--- src/design/bba_pkg.sv ---
`timescale 1ns / 1ps
// Shared types and constants for the bitmap block allocator.
// Used by the interfaces, the controller, the datapath and the checker.
package bba_pkg;

    // Field widths of the request, response and configuration register.
    localparam int OP_W    = 1;
    localparam int IDX_W   = 10;
    localparam int ST_W    = 2;
    localparam int CNT_W   = 11;
    localparam int TOTAL_W = 11;

    localparam logic [TOTAL_W-1:0] TOTAL_RESET = 11'd1024;
    localparam logic [7:0]         FULL_BYTE   = 8'hFF;

    // Request opcodes.
    localparam logic OP_ALLOC = 1'b0;
    localparam logic OP_FREE  = 1'b1;

    // Response status codes.
    typedef enum logic [ST_W-1:0] {
        ST_OK        = 2'd0,
        ST_NO_FREE   = 2'd1,
        ST_INVALID   = 2'd2,
        ST_NOT_ALLOC = 2'd3
    } status_t;

    // Commands from the controller to the datapath.
    typedef struct packed {
        logic    latch_req;
        logic    ptr_clear;
        logic    clr_write;
        logic    scan_step;
        logic    free_read;
        logic    wd_load;
        logic    res_load;
        status_t res_code;
        logic    bm_write;
        logic    out_load;
    } cmd_t;

    // Status from the datapath to the controller.
    typedef struct packed {
        logic op;
        logic count_full;
        logic idx_invalid;
        logic clr_last;
        logic pend;
        logic hit;
        logic blk_ok;
        logic scan_none;
        logic bit_set;
        logic out_busy;
    } sts_t;

    // Position of the lowest clear bit of a byte (only used when one exists).
    function automatic logic [2:0] lowest_clear(input logic [7:0] v);
        logic [2:0] pos;
        pos = 3'd0;
        for (int b = 7; b >= 0; b--)
        begin
            if (!v[b])
            begin
                pos = 3'(b);
            end
        end
        return pos;
    endfunction

endpackage

--- src/design/bba_req_if.sv ---
`timescale 1ns / 1ps
// Request channel of the bitmap block allocator: valid/ready plus payload.
// Depends on bba_pkg for the field widths.
interface bba_req_if;
    import bba_pkg::*;

    logic             valid;
    logic             ready;
    logic [OP_W-1:0]  op;
    logic [IDX_W-1:0] block_index;

    modport source (output valid, output op, output block_index, input ready);
    modport sink   (input valid, input op, input block_index, output ready);
endinterface

--- src/design/bba_rsp_if.sv ---
`timescale 1ns / 1ps
// Response channel of the bitmap block allocator: valid/ready plus payload.
// Depends on bba_pkg for the field widths.
interface bba_rsp_if;
    import bba_pkg::*;

    logic             valid;
    logic             ready;
    logic [ST_W-1:0]  status;
    logic [IDX_W-1:0] granted_block;
    logic [CNT_W-1:0] allocated_count;

    modport source (output valid, output status, output granted_block,
                    output allocated_count, input ready);
    modport sink   (input valid, input status, input granted_block,
                    input allocated_count, output ready);
endinterface

--- src/design/bba_ram.sv ---
`timescale 1ns / 1ps
// Generic simple dual-port RAM: one write port, one registered read port.
// No dependencies.
module bba_ram #(
    parameter int WIDTH = 8,
    parameter int DEPTH = 128
) (
    input  logic                                   clk,
    input  logic                                   we,
    input  logic [(DEPTH > 1 ? $clog2(DEPTH) : 1)-1:0] waddr,
    input  logic [WIDTH-1:0]                       wdata,
    input  logic                                   re,
    input  logic [(DEPTH > 1 ? $clog2(DEPTH) : 1)-1:0] raddr,
    output logic [WIDTH-1:0]                       rdata
);
    logic [WIDTH-1:0] mem [DEPTH];
    logic [WIDTH-1:0] rdata_reg;

    // Write port.
    always_ff @(posedge clk)
    begin
        if (we)
        begin
            mem[waddr] <= wdata;
        end
    end

    // Registered read port.
    always_ff @(posedge clk)
    begin
        if (re)
        begin
            rdata_reg <= mem[raddr];
        end
    end

    assign rdata = rdata_reg;
endmodule

--- src/design/bba_ctrl.sv ---
`timescale 1ns / 1ps
// Controller of the bitmap block allocator: sequences the clearing pass,
// the first-fit scan and the free path. Depends on bba_pkg.
module bba_ctrl (
    input  logic          clk,
    input  logic          rst_n,
    input  logic          in_valid,
    output logic          in_ready,
    input  bba_pkg::sts_t sts,
    output bba_pkg::cmd_t cmd
);
    import bba_pkg::*;

    typedef enum logic [2:0] {
        S_CLEAR,
        S_IDLE,
        S_START,
        S_SCAN,
        S_FREE_CHK,
        S_WRITE,
        S_FINISH
    } state_t;

    state_t state_reg, state_next;
    logic   ready_reg, ready_next;

    // Next state and commands.
    always_comb
    begin
        state_next   = state_reg;
        cmd          = '0;
        cmd.res_code = ST_OK;
        case (state_reg)
            S_CLEAR:
            begin
                cmd.clr_write = 1'b1;
                if (sts.clr_last)
                begin
                    state_next = S_IDLE;
                end
            end
            S_IDLE:
            begin
                if (in_valid && ready_reg)
                begin
                    cmd.latch_req = 1'b1;
                    state_next    = S_START;
                end
            end
            S_START:
            begin
                if (sts.op == OP_ALLOC)
                begin
                    if (sts.count_full)
                    begin
                        cmd.res_load = 1'b1;
                        cmd.res_code = ST_NO_FREE;
                        state_next   = S_FINISH;
                    end
                    else
                    begin
                        cmd.ptr_clear = 1'b1;
                        state_next    = S_SCAN;
                    end
                end
                else if (sts.idx_invalid)
                begin
                    cmd.res_load = 1'b1;
                    cmd.res_code = ST_INVALID;
                    state_next   = S_FINISH;
                end
                else
                begin
                    cmd.free_read = 1'b1;
                    state_next    = S_FREE_CHK;
                end
            end
            S_SCAN:
            begin
                cmd.scan_step = 1'b1;
                if (sts.pend && sts.hit)
                begin
                    cmd.res_load = 1'b1;
                    if (sts.blk_ok)
                    begin
                        cmd.res_code = ST_OK;
                        cmd.wd_load  = 1'b1;
                        state_next   = S_WRITE;
                    end
                    else
                    begin
                        cmd.res_code = ST_NO_FREE;
                        state_next   = S_FINISH;
                    end
                end
                else if (sts.scan_none)
                begin
                    cmd.res_load = 1'b1;
                    cmd.res_code = ST_NO_FREE;
                    state_next   = S_FINISH;
                end
            end
            S_FREE_CHK:
            begin
                cmd.res_load = 1'b1;
                if (sts.bit_set)
                begin
                    cmd.res_code = ST_OK;
                    cmd.wd_load  = 1'b1;
                    state_next   = S_WRITE;
                end
                else
                begin
                    cmd.res_code = ST_NOT_ALLOC;
                    state_next   = S_FINISH;
                end
            end
            S_WRITE:
            begin
                cmd.bm_write = 1'b1;
                state_next   = S_FINISH;
            end
            S_FINISH:
            begin
                if (!sts.out_busy)
                begin
                    cmd.out_load = 1'b1;
                    state_next   = S_IDLE;
                end
            end
            default:
            begin
                state_next = S_CLEAR;
            end
        endcase
        ready_next = (state_next == S_IDLE);
    end

    // State and registered ready.
    always_ff @(posedge clk or negedge rst_n)
    begin
        if (!rst_n)
        begin
            state_reg <= S_CLEAR;
            ready_reg <= 1'b0;
        end
        else
        begin
            state_reg <= state_next;
            ready_reg <= ready_next;
        end
    end

    assign in_ready = ready_reg;
endmodule

--- src/design/bba_datapath.sv ---
`timescale 1ns / 1ps
// Datapath of the bitmap block allocator: bitmap RAM, block count, scan
// pointer, result and output registers. Depends on bba_pkg and bba_ram.
module bba_datapath #(
    parameter int MAX_BLOCKS = 1024
) (
    input  logic                          clk,
    input  logic                          rst_n,
    input  logic                          cfg_we,
    input  logic [bba_pkg::TOTAL_W-1:0]   cfg_wdata,
    input  logic [bba_pkg::OP_W-1:0]      in_op,
    input  logic [bba_pkg::IDX_W-1:0]     in_block_index,
    input  bba_pkg::cmd_t                 cmd,
    output bba_pkg::sts_t                 sts,
    input  logic                          out_ready,
    output logic                          out_valid,
    output logic [bba_pkg::ST_W-1:0]      out_status,
    output logic [bba_pkg::IDX_W-1:0]     out_granted_block,
    output logic [bba_pkg::CNT_W-1:0]     out_allocated_count
);
    import bba_pkg::*;

    localparam int BYTES = (MAX_BLOCKS + 7) / 8;
    localparam int AW    = (BYTES > 1) ? $clog2(BYTES) : 1;
    localparam int PW    = $clog2(BYTES + 1);
    localparam int TW    = $clog2(MAX_BLOCKS + 1);
    localparam int CW0   = (TW > TOTAL_W) ? TW : TOTAL_W;
    localparam int CW    = (PW + 3 > CW0) ? PW + 3 : CW0;

    logic [TOTAL_W-1:0] total_reg;
    logic [CNT_W-1:0]   used_reg;
    logic [OP_W-1:0]    op_reg;
    logic [IDX_W-1:0]   idx_reg;
    logic [PW-1:0]      ptr_reg;
    logic               pend_reg;
    logic [AW-1:0]      chk_byte_reg;
    logic [7:0]         wdata_reg;
    status_t            res_status_reg;
    logic [IDX_W-1:0]   res_granted_reg;
    logic               out_valid_reg;
    logic [ST_W-1:0]    out_status_reg;
    logic [IDX_W-1:0]   out_granted_reg;
    logic [CNT_W-1:0]   out_count_reg;

    logic [CW-1:0]   total_ext;
    logic [CW-1:0]   etotal;
    logic [CW-1:0]   idx_ext;
    logic            in_range;
    logic [7:0]      rd_data;
    logic [2:0]      low_bit;
    logic [2:0]      free_bit;
    logic [AW+2:0]   blk;
    logic            hit;
    logic            issue;
    logic [AW-1:0]   free_byte;
    logic            ram_we;
    logic [AW-1:0]   ram_waddr;
    logic [7:0]      ram_wdata;
    logic            ram_re;
    logic [AW-1:0]   ram_raddr;

    // Effective block total, capped at the bitmap size.
    assign total_ext = CW'(total_reg);
    assign etotal    = (total_ext > CW'(MAX_BLOCKS)) ? CW'(MAX_BLOCKS) : total_ext;
    assign idx_ext   = CW'(idx_reg);

    // Scan pointer range: inside the bitmap and below the block total.
    assign in_range = (ptr_reg < PW'(BYTES)) && (CW'({ptr_reg, 3'b000}) < etotal);

    // Candidate block from the byte just read.
    assign low_bit   = lowest_clear(rd_data);
    assign blk       = {chk_byte_reg, low_bit};
    assign hit       = (rd_data != FULL_BYTE);
    assign free_byte = idx_ext[AW+2:3];
    assign free_bit  = idx_reg[2:0];

    // A read is issued while scanning unless the current byte already hits.
    assign issue = cmd.scan_step && in_range && !(pend_reg && hit);

    // RAM port selection.
    assign ram_re    = issue || cmd.free_read;
    assign ram_raddr = cmd.free_read ? free_byte : ptr_reg[AW-1:0];
    assign ram_we    = cmd.clr_write || cmd.bm_write;
    assign ram_waddr = cmd.clr_write ? ptr_reg[AW-1:0] : chk_byte_reg;
    assign ram_wdata = cmd.clr_write ? 8'h00 : wdata_reg;

    bba_ram #(
        .WIDTH (8),
        .DEPTH (BYTES)
    ) u_bitmap (
        .clk   (clk),
        .we    (ram_we),
        .waddr (ram_waddr),
        .wdata (ram_wdata),
        .re    (ram_re),
        .raddr (ram_raddr),
        .rdata (rd_data)
    );

    // Configuration register, block count and scan control.
    always_ff @(posedge clk or negedge rst_n)
    begin
        if (!rst_n)
        begin
            total_reg <= TOTAL_RESET;
            used_reg  <= '0;
            ptr_reg   <= '0;
            pend_reg  <= 1'b0;
        end
        else
        begin
            if (cfg_we)
            begin
                total_reg <= cfg_wdata;
            end
            if (cmd.bm_write)
            begin
                if (op_reg == OP_ALLOC)
                begin
                    used_reg <= used_reg + CNT_W'(1);
                end
                else if (used_reg != '0)
                begin
                    used_reg <= used_reg - CNT_W'(1);
                end
            end
            if (cmd.ptr_clear)
            begin
                ptr_reg  <= '0;
                pend_reg <= 1'b0;
            end
            else
            begin
                if (cmd.clr_write || issue)
                begin
                    ptr_reg <= ptr_reg + PW'(1);
                end
                if (cmd.scan_step)
                begin
                    pend_reg <= issue;
                end
            end
        end
    end

    // Request, checked byte, new byte value and pending result.
    always_ff @(posedge clk)
    begin
        if (cmd.latch_req)
        begin
            op_reg  <= in_op;
            idx_reg <= in_block_index;
        end
        if (issue)
        begin
            chk_byte_reg <= ptr_reg[AW-1:0];
        end
        else if (cmd.free_read)
        begin
            chk_byte_reg <= free_byte;
        end
        if (cmd.wd_load)
        begin
            if (op_reg == OP_FREE)
            begin
                wdata_reg <= rd_data & ~(8'b1 << free_bit);
            end
            else
            begin
                wdata_reg <= rd_data | (8'b1 << low_bit);
            end
        end
        if (cmd.res_load)
        begin
            res_status_reg <= cmd.res_code;
            if (cmd.res_code == ST_OK && op_reg == OP_ALLOC)
            begin
                res_granted_reg <= IDX_W'(blk);
            end
            else
            begin
                res_granted_reg <= '0;
            end
        end
    end

    // Output register: holds a finished item until it is taken.
    always_ff @(posedge clk or negedge rst_n)
    begin
        if (!rst_n)
        begin
            out_valid_reg <= 1'b0;
        end
        else if (cmd.out_load)
        begin
            out_valid_reg <= 1'b1;
        end
        else if (out_ready)
        begin
            out_valid_reg <= 1'b0;
        end
    end

    always_ff @(posedge clk)
    begin
        if (cmd.out_load)
        begin
            out_status_reg  <= res_status_reg;
            out_granted_reg <= res_granted_reg;
            out_count_reg   <= used_reg;
        end
    end

    // Status toward the controller.
    always_comb
    begin
        sts.op          = op_reg;
        sts.count_full  = (CW'(used_reg) >= etotal);
        sts.idx_invalid = (idx_ext >= etotal);
        sts.clr_last    = (ptr_reg == PW'(BYTES - 1));
        sts.pend        = pend_reg;
        sts.hit         = hit;
        sts.blk_ok      = (CW'(blk) < etotal);
        sts.scan_none   = !pend_reg && !in_range;
        sts.bit_set     = rd_data[free_bit];
        sts.out_busy    = out_valid_reg && !out_ready;
    end

    assign out_valid           = out_valid_reg;
    assign out_status          = out_status_reg;
    assign out_granted_block   = out_granted_reg;
    assign out_allocated_count = out_count_reg;
endmodule

--- src/design/bitmap_block_allocator.sv ---
`timescale 1ns / 1ps
// Channel    Dir   Fields                                       Handshake
// req        in    op, block_index                              valid/ready
// rsp        out   status, granted_block, allocated_count       valid/ready
// cfg        in    cfg_wdata (block_total)                      cfg_we
//
// A request passes the start and finish states; between them a free reads its bitmap byte
// and an allocate scans the bitmap bytes, one per cycle from the RAM read port; a
// granted request writes its byte back. Finish waits while the output is stalled.
// After reset a clearing pass zeroes the bitmap RAM with req.ready low; configuration
// writes are taken during it. A finished item waits in the output register while the
// next one is taken.
module bitmap_block_allocator #(
    parameter int MAX_BLOCKS = 1024
) (
    input  logic                        clk,
    input  logic                        rst_n,
    input  logic                        cfg_we,
    input  logic [bba_pkg::TOTAL_W-1:0] cfg_wdata,
    bba_req_if.sink                     req,
    bba_rsp_if.source                   rsp
);
    import bba_pkg::*;

    cmd_t cmd;
    sts_t sts;

    // Sequencer.
    bba_ctrl u_ctrl (
        .clk      (clk),
        .rst_n    (rst_n),
        .in_valid (req.valid),
        .in_ready (req.ready),
        .sts      (sts),
        .cmd      (cmd)
    );

    // Bitmap storage and arithmetic.
    bba_datapath #(
        .MAX_BLOCKS (MAX_BLOCKS)
    ) u_datapath (
        .clk                 (clk),
        .rst_n               (rst_n),
        .cfg_we              (cfg_we),
        .cfg_wdata           (cfg_wdata),
        .in_op               (req.op),
        .in_block_index      (req.block_index),
        .cmd                 (cmd),
        .sts                 (sts),
        .out_ready           (rsp.ready),
        .out_valid           (rsp.valid),
        .out_status          (rsp.status),
        .out_granted_block   (rsp.granted_block),
        .out_allocated_count (rsp.allocated_count)
    );
endmodule

--- src/flat_wrapper.sv ---
// flat-port wrapper written by rule: the top's interface ports become plain ports
module bitmap_block_allocator_flat import bba_pkg::*;
#(
    parameter int MAX_BLOCKS = 1024
)
  (clk, rst_n, cfg_we, cfg_wdata, req_valid, req_op, req_block_index, req_ready, rsp_valid, rsp_status, rsp_granted_block, rsp_allocated_count, rsp_ready);
  bba_req_if req_i ();
  bba_rsp_if rsp_i ();
  input  logic clk;
  input  logic rst_n;
  input  logic cfg_we;
  input  logic [bba_pkg::TOTAL_W-1:0] cfg_wdata;
  input wire logic [$bits(req_i.valid)-1:0] req_valid;
  input wire logic [$bits(req_i.op)-1:0] req_op;
  input wire logic [$bits(req_i.block_index)-1:0] req_block_index;
  output wire logic [$bits(req_i.ready)-1:0] req_ready;
  output wire logic [$bits(rsp_i.valid)-1:0] rsp_valid;
  output wire logic [$bits(rsp_i.status)-1:0] rsp_status;
  output wire logic [$bits(rsp_i.granted_block)-1:0] rsp_granted_block;
  output wire logic [$bits(rsp_i.allocated_count)-1:0] rsp_allocated_count;
  input wire logic [$bits(rsp_i.ready)-1:0] rsp_ready;
  assign req_i.valid = req_valid;
  assign req_i.op = req_op;
  assign req_i.block_index = req_block_index;
  assign req_ready = req_i.ready;
  assign rsp_valid = rsp_i.valid;
  assign rsp_status = rsp_i.status;
  assign rsp_granted_block = rsp_i.granted_block;
  assign rsp_allocated_count = rsp_i.allocated_count;
  assign rsp_i.ready = rsp_ready;
  bitmap_block_allocator #(.MAX_BLOCKS(MAX_BLOCKS)) u_core (.clk(clk), .rst_n(rst_n), .cfg_we(cfg_we), .cfg_wdata(cfg_wdata), .req(req_i), .rsp(rsp_i));
endmodule
--- config.mk ---
export PLATFORM = sky130hd
export DESIGN_NAME = bitmap_block_allocator_flat
export DESIGN_NICKNAME = d
export VERILOG_FILES = /design/src/design/bba_pkg.sv /design/src/design/bba_req_if.sv /design/src/design/bba_rsp_if.sv /design/src/design/bba_ram.sv /design/src/design/bba_ctrl.sv /design/src/design/bba_datapath.sv /design/src/design/bitmap_block_allocator.sv /design/src/flat_wrapper.sv
export SDC_FILE = /design/constraint.sdc
export NUM_CORES = 2
export LEC_CHECK = 0
export ABC_AREA = 1
export BUFFER_PORTS_ARGS = -buffer_cell sky130_fd_sc_hd__buf_2
export CORE_MARGIN = 2
export CORE_UTILIZATION = 57
export DETAILED_ROUTE_END_ITERATION = 10
export PLACE_DENSITY_LB_ADDON = 0.3
export SYNTH_ARGS = -nofsm -noshare
export SYNTH_HDL_FRONTEND = slang
export SYNTH_HIERARCHICAL = 1
export SYNTH_SLANG_ARGS = --single-unit
--- constraint.sdc ---
create_clock -name clk -period 4.57 [get_ports clk]
set_input_delay 0 -clock clk [delete_from_list [all_inputs] [get_ports clk]]
set_output_delay 0 -clock clk [all_outputs]
set_load 0.05 [all_outputs]
After elaboration in Yosys (flattened, before gate mapping):

Memories as Yosys holds them, arrays and structs flattened. A register that Yosys moved wholly into a read port is not among the register bits.
Cells that the tools add are included.

* register bits: 97
* memory bits (writable): 1024
* output and inout bits: 25
* memories kept: 1

* add/sub/neg operators: 3
* magnitude comparators: 7
* eq/ne operators: 10
* shifts and indexed selects: 2
* multiplexer cells: 63
* bitwise gates (word level): 4
* reduce and logical (&&, ||, !) cells: 23

Memories
* u_core.u_datapath.u_bitmap.mem: words 128, bits a word 8, rd ports 1, clocked after memory_dff 1, write ports 1, line bba_ram.sv:16 `logic [WIDTH-1:0] mem [DEPTH];`

Operators with widths (count)
* $mux W3: 20
* $mux W11: 3
* $mux W8: 4
* $mux W7: 4
* $mux W1: 24
* $pmux W3 S7: 1
* $shl A1 B3 Y8 const A: 2
* $add A11 B1 Y11 const B: 1
* $ge A10 B11 Y1: 1
* $ge A11 B11 Y1: 1
* $gt A11 B11 Y1 const B: 1
* $lt A10 B11 Y1: 1
* $lt A11 B11 Y1: 1
* $reduce_bool A11 Y1: 1
* $sub A11 B1 Y11 const B: 1
* $eq A3 B3 Y1 const B: 3
* $pmux W3 S3: 1
* $add A8 B1 Y8 const B: 1
* $and A8 B8 Y8: 1
* $eq A8 B7 Y1 const B: 1
* $logic_and A1 B1 Y1: 8
* $lt A8 B8 Y1 const B: 1
* $mux W2: 4
* $ne A8 B8 Y1 const B: 1
* other kinds (15): 25

Depth between registers and ports, before layout:

* word-level depth: 14
* mapped depth: 30
* gate-level depth less buffers: 26

Modules after synthesis:

Netlist, hierarchy kept.

Modules (own cells, without submodules)
* bba_ram: instances 1, cells an instance 3575, area each 42184.2 µm²
* bba_datapath: instances 1, cells an instance 585, area each 5395.2 µm²
* bba_ctrl: instances 1, cells an instance 76, area each 412.9 µm²

Least setup slack after synthesis:

OpenSTA, ideal clock, no wires.

* path kind: register to register
* start: reg u_core.u_ctrl.state_reg[0]
* end: mem u_core.u_datapath.u_bitmap.mem[0][0] (data pin)
* arrival time: 3.761 ns
* data required time: 3.765 ns
* setup slack: 0.004 ns
* stages on the path, launching flop included: 4
* buffers on the path: 1
* clock period less this slack: 4.566 ns
* cells stage by stage: dfrtp_1 -> nor3_1 -> clkbuf_1 -> nor2_1

RTL lines
* start, declared: line bba_ctrl.sv:24 `state_t state_reg, state_next;`
* start signal, assigned: line bba_ctrl.sv:149 `state_reg <= state_next;`
* end, declared: line bba_ram.sv:16

==> summary by stage <==
Worst setup path
By startpoint and endpoint, the worst setup path is classified as flop to flop. STA classifies the critical path startpoint as a flop. The slowest stage of the critical path is the sky130_fd_sc_hd__dfrtp_1 cell.

Along the worst path, the maximum fanout reaches 20. The number of buffer and inverter stages on the critical path is 6. The required time of the worst setup path is 5.14 ns. The kind of cell with the highest combined delay along the critical path is simple AND/OR/NAND/NOR gates. The element type at the critical path end is a flop. The data arrival at the endpoint of the critical path is 4.99 ns.

The largest stage delay on the critical path is 0.40 ns. Among the stages of the critical path, the cell type that occurs most often is sky130_fd_sc_hd__nand2_1.

Power
The proportion of total power due to net switching is 19.2%. The total net switching power is just under 4 mW. The internal power is ~17 mW. The fraction of power consumed by the clock network is between 40 and 50%. The part of the power in combinational logic is 0.9%. The power per cell area is 375 mW/mm2. The maximum ir drop on the vdd rail is 0.000344 V. The leakage power is 19.4 nW. The relative contribution of sequential cells to total power is 54.8%.

GRT
The largest net degree at the start of global routing is 129. The first-pass GRT wire length is 185 mm. After global routing the overflow that remains totals 0. The via count of the first global-routing pass was between 30000 and 40000. The initial antenna violation count was 0. The total global-route track usage is 28.2%.

STA
Setup violations remaining at the end of the flow were counted as 0. For the finished layout, the period the worst path requires is 4.42 ns. The slew at the pin with the worst max-slew slack is 1.21 ns. Measured against its own limit, the worst slew margin works out to 19.3%. The number of hold-slack violations in the final timing report was 0. The number of max-slew violations in the final report is 0. Based on the critical path, the design can be clocked at up to 0.226 GHz. The portion of the clock cycle consumed by the worst path in the final layout is 96.7%. The clock tree skew after final layout is 0.0397 ns. The final worst slack is 0.150 ns.

The hold slack is approximately 0.037 ns.

Place
In this run the cell area measured after placement is 0.0496 mm2. The worst setup slack after placement is -0.0751 ns. The count of buffers inserted at the top-level ports is 51.

Detailed placement finished with a half-perimeter wire length of 72.3 mm. The final RePlAce weighted congestion is 0.892.

Synthesis
The async set or reset register ratio after synthesis is 3.19%. The most used flip-flop cell after synthesis is sky130_fd_sc_hd__edfxtp_1. After synthesis, the cell types taking the most area are sky130_fd_sc_hd__edfxtp_1, sky130_fd_sc_hd__nand2_1, sky130_fd_sc_hd__nand3_1. The fraction of the yosys area taken by sequential cells is 70.3%. Synthesis produced 4236 cells. The largest area contributor in the synthesized netlist is sky130_fd_sc_hd__edfxtp_1. After Yosys synthesis, XOR and XNOR cells account for 0.164% of the synthesized area. For this run, the number of Yosys warnings is 6. After Yosys synthesis, full adders, half adders and majority gates account for 1.29% of the synthesized area. In this run, synthesis inferred between 1000 and 1500 flip-flops with an integrated enable. The number of nets in the synthesized netlist is 4312. The synthesized netlist occupies a cell area of 0.0480 mm2.

The top cell type by area accounts for 68.4% of the synthesized area. Synthesis inferred 1129 register bits. Of the total synthesized cell area, the portion taken by AND, OR, NAND and NOR gates is 23.1%. The complex-gate fraction of the synthesized area is 1.18%. After synthesis, the most frequently instantiated cells are sky130_fd_sc_hd__nand2_1, sky130_fd_sc_hd__edfxtp_1, sky130_fd_sc_hd__nand3_1. The count of different cell masters after synthesis is 46. A synthesized cell averages about 11 um2. The largest family of logic cells by synthesized area is simple AND/OR/NAND/NOR gates. The most common cell in the netlist is sky130_fd_sc_hd__nand2_1. The mux contribution to synthesized area is 0.164%.

Drt
The number of antenna-violating nets in the routed design is 0. The total wire length after detailed routing is 128 mm. The first detailed-routing pass ran for 7 iterations. The DRC violation count after routing is 0. The routed layout has 33500 vias. The number of design-rule violations left by the first detailed-router iteration is 4493.

The average wire per cell in the routed design is 23.2 um. The routed via count divided by cell count is 6.08.

Clocking
The TritonCTS clock tree is yes. In this run the number of H-tree levels came out at 3. Buffers inserted during clock tree synthesis total ~110. The CTS root buffer is sky130_fd_sc_hd__clkbuf_16. The clock drives 1129 sinks. Clock latency on the worst-skew pair, taken at its later pin, is 0.69 ns. No sink is reached through more buffers than the 3 on the longest clock path. After clock tree synthesis, the clock-pin slew on the worst setup and hold paths is 0.06 ns.

Floorplanning
The effective utilization at floorplan is between 50 and 60%. After floorplanning, the core was sized to cover around 0.084 mm2. The height of the die is 294 um.

The floorplan has 106 rows. From left edge to right edge, the die measures 294 um. The number of top-level pins is 52. The floorplan step defined a die boundary enclosing approximately 0.087 mm2.

Final layout
The register with the most flip-flops in the layout has a little over 1000 of them. Summing all non-filler instances in the final layout gives an area of 0.0545 mm2. Counting the fill cells in the layout gives 5996. The fraction of layout cells with a size suffix above 1 is 9.63%. The number of antenna diodes in the final layout is 0.

The total number of nets in the final design is roughly 4400. Counting flops per register, the top entry is u_core/u_datapath/u_bitmap/mem. The area overhead of the layout relative to synthesis is 13.5%.

Flow run
The max-capacitance violation count is 0.

Worst hold path
The worst hold path class is input pin to flop.

Run status
The run finished with clean final reports.
worst register-to-register path, delay by kind of cell, from the launching register on:
family	cells	cell delay, ns
adders and majority gates	1	0.31
and+or+nand+nor	18	2.19
AOI/OAI and AO/OA	3	0.42
DFF	1	0.40
buffers and inverters	6	0.96
routing by layer:
| metal | track usage [%] | routed length, um | vias to the layer above |
|---|---|---|---|
| met3 | 4.54 | 14200 | 338 |
| met5 | 0 | 0 | - |
| met1 | 39.3 | 48500 | 16000 |
| met4 | 11.2 | 5300 | 0 |
| li1 | - | - | 15100 |
| met2 | 44.7 | 59900 | 2114 |
logic make-up after synthesis:
group,count (synthesis)
and+or+nand+nor,2596
adders and majority gates,49
buffers and inverters,349
AOI/OAI and AO/OA,97
xor gates and xnor gates,9
muxes,7
DFF,1129
placed cells by master (no fill, tap or decap), drive strengths merged, types with 7 or more instances in the layout:
cell and instances:
a21oi 26, buf 180, bufinv 10, clkbuf 166, clkinv 45, dfrtp 35, dlygate4sd3 41, edfxtp 1093
ha 48, inv 107, mux2 7, nand2 1387, nand3 961, nand4 15, nor2 204, nor3 17
o21ai 53, xor2 7
power by group through the flow:
stage                     Sequential, mW  Clock, mW  Combinational (mW)
final                               11.2       9.05               0.192
after global routing                11.2       9.49               0.213
after CTS                           11.2       9.13               0.186
after detailed placement            11.4          0               0.149
after global placement              11.4          0               0.144
after floorplan                     11.4          0              0.0840
path summary, 6_finish.rpt:
kind / cells after the start / start / end / slack (ns)
setup / recovery: 28 / u_core/u_datapath/total_ext[2] / u_core/u_datapath/u_bitmap/rdata[2] / 0.15
hold / removal: 2 / req_block_index[0] / u_core/u_datapath/idx_reg[0] / 0.04
setup reg to reg: 28 / u_core/u_datapath/total_ext[2] / u_core/u_datapath/u_bitmap/rdata[2] / 0.15
hold reg to reg: 0 / u_core/u_datapath/res_granted_reg[5] / u_core/u_datapath/out_granted_block[5] / 0.42
max in group asynchronous: 4 / rst_n / u_core/u_datapath/ptr_reg[5] / 3.89
min in group asynchronous: 3 / rst_n / u_core/u_datapath/total_ext[10] / 0.47
stage by stage:
stage	power, mW	cells	TNS [ns]	utilization [%]
5_1_grt	20.9	5516	-0.453	65.2
3_5_place_dp	11.6	5240	-0.259	59.4
3_3_place_gp	11.6	5240	0	59.4
6_report	20.4	5516	0	65.2
4_1_cts	20.5	5487	0	64.3
2_1_floorplan	11.5	4236	0	-
layout make-up:
class / instances / area [um2] / share of cell area, %
sequential: 1129 / 33700 / 61.9
timing repair buffer: 239 / 2690 / 4.94
timing repair inverter: 2 / 22.5 / 0.0413
inverter: 104 / 427 / 0.783
tap: 1080 / 1350 / 2.48
clock buffer: 148 / 3040 / 5.59
clock inverter: 56 / 568 / 1.04
multi-input combinational: 2758 / 12600 / 23.2
what timing repair did:
item                                   4_1_cts  5_1_grt
setup endpoints to repair                    8        8
pin swaps                                    0        8
hold buffers                                42        0
resized for setup                            3       48
endpoints found under the hold margin       63        0
buffers inserted                             0        8
cloned                                       1       21
No activity file was read; power rests on OpenSTA's default activity.
